$ cat config.mk
export PLATFORM = sky130hd
export DESIGN_NAME = e2r_cordic_lane
export DESIGN_NICKNAME = d
export VERILOG_FILES = /design/src/sv/euler_to_rotation_matrix_top_defines.svh /design/src/sv/e2r_pkg.sv /design/src/sv/e2r_cordic_lane.sv
export SDC_FILE = /design/constraint.sdc
export NUM_CORES = 2
export LEC_CHECK = 0
export BUFFER_PORTS_ARGS = -buffer_cell sky130_fd_sc_hd__clkbuf_2
export CAP_MARGIN = 5
export CELL_PAD_IN_SITES_DETAIL_PLACEMENT = 1
export CELL_PAD_IN_SITES_GLOBAL_PLACEMENT = 1
export CORE_MARGIN = 3
export CORE_UTILIZATION = 45
export DETAILED_ROUTE_END_ITERATION = 8
export GPL_TIMING_DRIVEN = 0
export PLACE_DENSITY_LB_ADDON = 0.08
export SKIP_CTS_REPAIR_TIMING = 1
export SLEW_MARGIN = 20
export SYNTH_ARGS = -nofsm -noshare
export SYNTH_HDL_FRONTEND = slang
export SYNTH_SLANG_ARGS = --single-unit
$ cat constraint.sdc
create_clock -name clk -period 4.9 [get_ports clk]
set_clock_uncertainty 0.2 [all_clocks]
set_input_delay 0.49 -clock clk [delete_from_list [all_inputs] [get_ports clk]]
set_output_delay 0.49 -clock clk [all_outputs]
set_load 0.01 [all_outputs]
$ cat src/sv/euler_to_rotation_matrix_top_defines.svh
// assertion macros for the euler to rotation matrix block
// used by euler_to_rotation_matrix_top; no other dependencies
`ifndef EULER_TO_ROTATION_MATRIX_TOP_DEFINES_SVH
`define EULER_TO_ROTATION_MATRIX_TOP_DEFINES_SVH
`ifndef SYNTHESIS
`define E2R_ASSERT_IMP(label, clk, rst_n, a, c) \
  label: assert property (@(posedge clk) disable iff (!rst_n) (a) |-> (c)) \
    else $error("assertion failed");
`define E2R_ASSERT_NXT(label, clk, rst_n, a, c) \
  label: assert property (@(posedge clk) disable iff (!rst_n) (a) |=> (c)) \
    else $error("assertion failed");
`else
`define E2R_ASSERT_IMP(label, clk, rst_n, a, c)
`define E2R_ASSERT_NXT(label, clk, rst_n, a, c)
`endif
`endif

$ cat src/sv/e2r_pkg.sv
// shared types and constants for the euler to rotation matrix block
// no dependencies
`default_nettype none
package e2r_pkg;
  localparam int unsigned ANGLE_BITS = 16;  // binary angle width, msb weight is pi
  localparam int unsigned FRAC_BITS = 14;   // fraction bits of the matrix entries
  localparam int unsigned CW = 34;  // cordic datapath width, q2.30 plus guard
  localparam int unsigned LATENCY_EXTRA = 4;  // fold stage plus three merge stages

  typedef struct packed {
    logic signed [ANGLE_BITS-1:0] roll_angle;
    logic signed [ANGLE_BITS-1:0] pitch_angle;
    logic signed [ANGLE_BITS-1:0] yaw_angle;
  } e2r_in_t;

  typedef struct packed {
    logic signed [FRAC_BITS+1:0] m00;
    logic signed [FRAC_BITS+1:0] m01;
    logic signed [FRAC_BITS+1:0] m02;
    logic signed [FRAC_BITS+1:0] m10;
    logic signed [FRAC_BITS+1:0] m11;
    logic signed [FRAC_BITS+1:0] m12;
    logic signed [FRAC_BITS+1:0] m20;
    logic signed [FRAC_BITS+1:0] m21;
    logic signed [FRAC_BITS+1:0] m22;
  } e2r_out_t;

  // atan(2^-i) in 32-bit binary angle units
  function automatic logic [31:0] atan_lut(input logic [4:0] i);
    logic [31:0] v;
    case (i)
      5'd0: v = 32'd536870912;  5'd1: v = 32'd316933406;
      5'd2: v = 32'd167458907;  5'd3: v = 32'd85004756;
      5'd4: v = 32'd42667331;   5'd5: v = 32'd21354465;
      5'd6: v = 32'd10679838;   5'd7: v = 32'd5340245;
      5'd8: v = 32'd2670163;    5'd9: v = 32'd1335087;
      5'd10: v = 32'd667544;    5'd11: v = 32'd333772;
      5'd12: v = 32'd166886;    5'd13: v = 32'd83443;
      5'd14: v = 32'd41722;     5'd15: v = 32'd20861;
      5'd16: v = 32'd10430;     5'd17: v = 32'd5215;
      5'd18: v = 32'd2608;      5'd19: v = 32'd1304;
      5'd20: v = 32'd652;       5'd21: v = 32'd326;
      5'd22: v = 32'd163;       5'd23: v = 32'd81;
      5'd24: v = 32'd41;        5'd25: v = 32'd20;
      5'd26: v = 32'd10;        5'd27: v = 32'd5;
      5'd28: v = 32'd3;         5'd29: v = 32'd1;
      5'd30: v = 32'd1;         default: v = 32'd0;
    endcase
    return v;
  endfunction

  // q30 product with round half up
  function automatic logic signed [CW-1:0] qmul(input logic signed [CW-1:0] a,
                                                input logic signed [CW-1:0] b);
    logic signed [2*CW-1:0] p;
    p = (2*CW)'(a) * (2*CW)'(b) + (2*CW)'(64'sd1 <<< 29);
    return CW'(p >>> 30);
  endfunction
endpackage
`default_nettype wire

$ cat src/sv/e2r_cordic_lane.sv
// pipelined cordic sine/cosine lane, one iteration per stage
// depends on e2r_pkg
`default_nettype none
module e2r_cordic_lane
  import e2r_pkg::*;
#(
  parameter int unsigned CORDIC_STEPS = 16
) (
  input  wire logic                  clk,
  input  wire logic [ANGLE_BITS-1:0] angle,
  output logic signed [CW-1:0]       sin_q,
  output logic signed [CW-1:0]       cos_q
);
  localparam int unsigned NS = (CORDIC_STEPS > 32) ? 32 : CORDIC_STEPS;

  logic signed [CW-1:0] x_r [NS+1];
  logic signed [CW-1:0] y_r [NS+1];
  logic signed [32:0]   z_r [NS+1];
  logic                 flip_r [NS+1];

  // quadrant fold into the right half plane
  logic [31:0] a32, af;
  logic        flip;
  assign a32  = 32'(angle) << (32 - ANGLE_BITS);
  assign flip = a32[31] ^ a32[30];
  assign af   = flip ? a32 + 32'h8000_0000 : a32;

  always_ff @(posedge clk) begin
    x_r[0]    <= CW'(64'sd652032874);
    y_r[0]    <= '0;
    z_r[0]    <= {af[31], af};
    flip_r[0] <= flip;
  end

  // one micro-rotation per stage
  for (genvar i = 0; i < NS; i++) begin : g_step
    logic [31:0] at;
    assign at = atan_lut(5'(i));
    always_ff @(posedge clk) begin
      flip_r[i+1] <= flip_r[i];
      if (!z_r[i][32]) begin
        x_r[i+1] <= x_r[i] - (y_r[i] >>> i);
        y_r[i+1] <= y_r[i] + (x_r[i] >>> i);
        z_r[i+1] <= z_r[i] - $signed({1'b0, at});
      end else begin
        x_r[i+1] <= x_r[i] + (y_r[i] >>> i);
        y_r[i+1] <= y_r[i] - (x_r[i] >>> i);
        z_r[i+1] <= z_r[i] + $signed({1'b0, at});
      end
    end
  end

  assign sin_q = flip_r[NS] ? -y_r[NS] : y_r[NS];
  assign cos_q = flip_r[NS] ? -x_r[NS] : x_r[NS];
endmodule
`default_nettype wire

==> impl_metrics.ini <==
[drt]
totalWireLength_mm = 337
drt-pass1-iter-count = 8
vias_per_cell = 5.73
first_iter_violations = 3959
drt_drc_violations_left = 0
route.detailed.wl_per_inst_um = 20.9
antenna_left = 0
via_count = 92600

[outcome]
failed_checks = negative setup slack
status = finished, violations left

[grt]
largest_net_degree_at_the_start_of_global_routing = 28
groute.layer.met1.usage = 0.323
grt_first_pass_wirelength_mm = 526
antenna_found_initial = 4
grt.overflow.total = 0
grt_use_met3 = 0.0249
grt_usage = 0.265
grt_pass1_vias = 95700
grtUsageMet2 = 0.488
busiest_layer = met2

[setup_path]
end_kind = flip-flop
cp_data_arrival_time_ns = 5.49
setup.worst_path.start_class = flip-flop
cp_common_cell = sky130_fd_sc_hd__or3_4
crit_path_max_fanout = 4
ordered_cell_list_for_the_critical_path = or3_4 -> nor4b_4 -> buf_4 -> nand2_4 -> o41ai_4 -> xor2_1 -> ha_1 -> and3_4 -> a221o_1 -> a21oi_2 -> o21ai_2 -> or3_4 -> o31ai_4 -> o21bai_2 -> or4b_4 -> a31oi_4 -> xnor2_2
ff2ff_setup_slack_ns = -0.06
timing.setup.critical_path_class = reg2reg
timing.critical_path.slowest_cell_delay_ns = 0.50
critical_path_required_ns = 5.43
crit_path_top_delay_cell = sky130_fd_sc_hd__or4b_4

[die]
ioPinCount = 85
dieWidth_um = 492
core_region_area_um2 = 234000
floorplan.die_area_um2 = 242000
initial_utilization = 0.455
core_rows = 177
die_h_um = 492

[synth]
synth_cell_types = 113
syn-mean-instance-area_um2 = 8.49
synth_seq_area_share = 0.272
synth_warnings = 0
synth_edf_count = 0
mappedNetlistArea_um2 = 106000
synthesis.instances = 12500
synth_ff_type = sky130_fd_sc_hd__dfxtp_1
share_of_flip_flops_with_an_asynchronous_set_or_reset_after_synthesis = 0
postSynthRegisterBits = 1447
postSynthNetCount = 14000

[placed_design]
gp_routability_congestion = 0.907
buffer_ports.inserted = 84
dp.cells = 15700
dp_hpwl_mm = 274

[final_layout]
drive_gt1_frac = 0.0822
final_nets = 14300
finalNonFillerCells = 16200
area_added_between_synthesis_and_finish_pct = 13.2

[clocking]
cts.reportedPaths.clkPinSlew_ns = 0.06
cts_root_buffer = sky130_fd_sc_hd__clkbuf_16
cts_tree = built
tritoncts_num_sinks = 1447
ctsHtreeMaxLevel = 4
clock_insertion_delay_worst_skew_ns = 0.82
cts-buffers-inserted = 168
cts.path.max_buffers = 3

[timing]
maxSlewHeadroom = 0.359
worst_pin_slew_ns = 0.960
fin_ws_ns = -0.0554
final_min_period_over_clock_period = 1.01
rsz0062_at_grt = yes
timing.fmax_mhz = 202
slew_violations = 0
final_period_minus_worst_setup_slack_ns = 4.96
finalHoldViolations = 0
report.final.setup_viol = 1

[flow_run]
maxCapViolCount = 0

[worst_hold_path]
timing.hold.worst.class = in2reg
[per-layer routing]
layer	share of wire	vias to the layer above	wire length (um)
met5	0	-	0
met4	0.032	0	10900
met3	0.028	548	9310
met2	0.51	1249	171000
met1	0.43	45100	146000
li1	-	45700	-
[per-stage QoR]
step / hold slack [ns] / worst slack, ns / TNS (ns) / cell area (um^2) / utilization
floorplan: 0.110 / 0.264 / 0 / 106000 / -
global placement: 0.109 / -1.99 / -406.22 / 111000 / 0.473
detailed placement: 0.113 / -1.75 / -363.68 / 111000 / 0.474
CTS: -0.507 / -1.81 / -391.88 / 117000 / 0.500
global route: 0.0591 / -0.205 / -1.56 / 120000 / 0.515
finish: 0.104 / -0.0554 / -0.0554 / 120000 / 0.515
[flip-flops by register name, indices dropped and copies added, names as in the netlist]
register  count
x_r         484
flip_r       17
z_r         435
y_r         511
[cells in the final DEF, fill, tap and decap left out, types with 53 or more instances in the layout]
cell / n
sky130_fd_sc_hd__nand3_1: 231
sky130_fd_sc_hd__nand2_1: 545
sky130_fd_sc_hd__xor2_1: 622
sky130_fd_sc_hd__dfxtp_1: 1418
sky130_fd_sc_hd__clkbuf_1: 105
sky130_fd_sc_hd__o31ai_1: 53
sky130_fd_sc_hd__a21oi_1: 1401
sky130_fd_sc_hd__o21bai_1: 145
sky130_fd_sc_hd__a211oi_1: 107
sky130_fd_sc_hd__nand2b_1: 184
sky130_fd_sc_hd__o21ai_1: 186
sky130_fd_sc_hd__and3_1: 93
sky130_fd_sc_hd__buf_4: 94
sky130_fd_sc_hd__and2_1: 63
sky130_fd_sc_hd__or3_1: 68
sky130_fd_sc_hd__o211ai_1: 58
sky130_fd_sc_hd__nor3_1: 292
sky130_fd_sc_hd__o21ai_0: 438
sky130_fd_sc_hd__mux2i_1: 53
sky130_fd_sc_hd__o21a_1: 198
sky130_fd_sc_hd__mux2_2: 57
sky130_fd_sc_hd__nor2b_1: 175
sky130_fd_sc_hd__a21o_1: 630
sky130_fd_sc_hd__a31oi_1: 117
sky130_fd_sc_hd__clkbuf_16: 170
sky130_fd_sc_hd__xnor2_1: 1211
sky130_fd_sc_hd__nor2_1: 1074
sky130_fd_sc_hd__nand4_1: 70
sky130_fd_sc_hd__clkbuf_2: 112
sky130_fd_sc_hd__inv_1: 524
sky130_fd_sc_hd__ha_1: 1355
[kinds of logic (layout without fill, tap and decap cells)]
group / after synthesis / in the layout / share of synthesized area
AO/OA/AOI/OAI: 3827 / 3827 / 0.226
XOR/XNOR: 1853 / 1853 / 0.153
adder cells (fa/ha/maj): 1407 / 1407 / 0.168
buffers and inverters: 721 / 1218 / 0.0257
flip-flops: 1447 / 1447 / 0.272
multiplexers: 115 / 115 / 0.0115
other: 0 / 2 / 0
AND/OR/NAND/NOR: 3160 / 3160 / 0.144
[area by class of cell]
| cell class | count | area (um^2) |
|---|---|---|
| sequential | 1447 | 29000 |
| multi-input combinational | 10400 | 77100 |
| tap | 3132 | 3920 |
| inverter | 541 | 2070 |
| timing repair buffer | 185 | 1260 |
| fill | 27500 | 113000 |
| buffer | 176 | 888 |
| clock inverter | 95 | 1410 |
| antenna | 2 | 5.00 |
| timing repair inverter | 4 | 20.0 |
| clock buffer | 217 | 4700 |
[worst paths after layout]
| check | depth (start not counted) | endpoint | startpoint |
|---|---|---|---|
| worst max-delay path | 17 | y_r[9][33]$_DFF_P_ | x_r[8][13]$_DFF_P_ |
| worst max register to register | 17 | y_r[9][33]$_DFF_P_ | x_r[8][13]$_DFF_P_ |
| worst min-delay path | 2 | z_r[0][21]$_DFF_P_ | angle[5] |
| worst min register to register | 0 | z_r[1][20]$_DFF_P_ | z_r[0][20]$_DFF_P_ |
[critical path, delay by kind of cell, from the launching register on]
kind	cells	cell delay, ns
AND/OR/NAND/NOR	6	1.87
AO/OA/AOI/OAI	7	1.49
XOR/XNOR	2	0.42
flip-flops	1	0.35
adder cells (fa/ha/maj)	1	0.32
buffers and inverters	1	0.20
[cells in the mapped netlist, types with 179 or more instances]
cell	instances	share of area
sky130_fd_sc_hd__dfxtp_1	1447	0.27
sky130_fd_sc_hd__a21oi_1	1435	0.068
sky130_fd_sc_hd__ha_1	1365	0.16
sky130_fd_sc_hd__xnor2_1	1227	0.10
sky130_fd_sc_hd__nor2_1	1097	0.039
sky130_fd_sc_hd__a21o_1	630	0.044
sky130_fd_sc_hd__xor2_1	626	0.052
sky130_fd_sc_hd__nand2_1	550	0.019
sky130_fd_sc_hd__inv_1	537	0.019
sky130_fd_sc_hd__o21ai_0	447	0.021
sky130_fd_sc_hd__nor3_1	328	0.015
sky130_fd_sc_hd__nand3_1	231	0.011
sky130_fd_sc_hd__o21a_1	198	0.014
sky130_fd_sc_hd__o21ai_1	190	0.0089
sky130_fd_sc_hd__nand2b_1	184	0.011
sky130_fd_sc_hd__nor2b_1	179	0.011
Power is left out: the tool's default activity adds up to more than one toggle a clock period on the data nets, which glitch-free logic cannot reach.
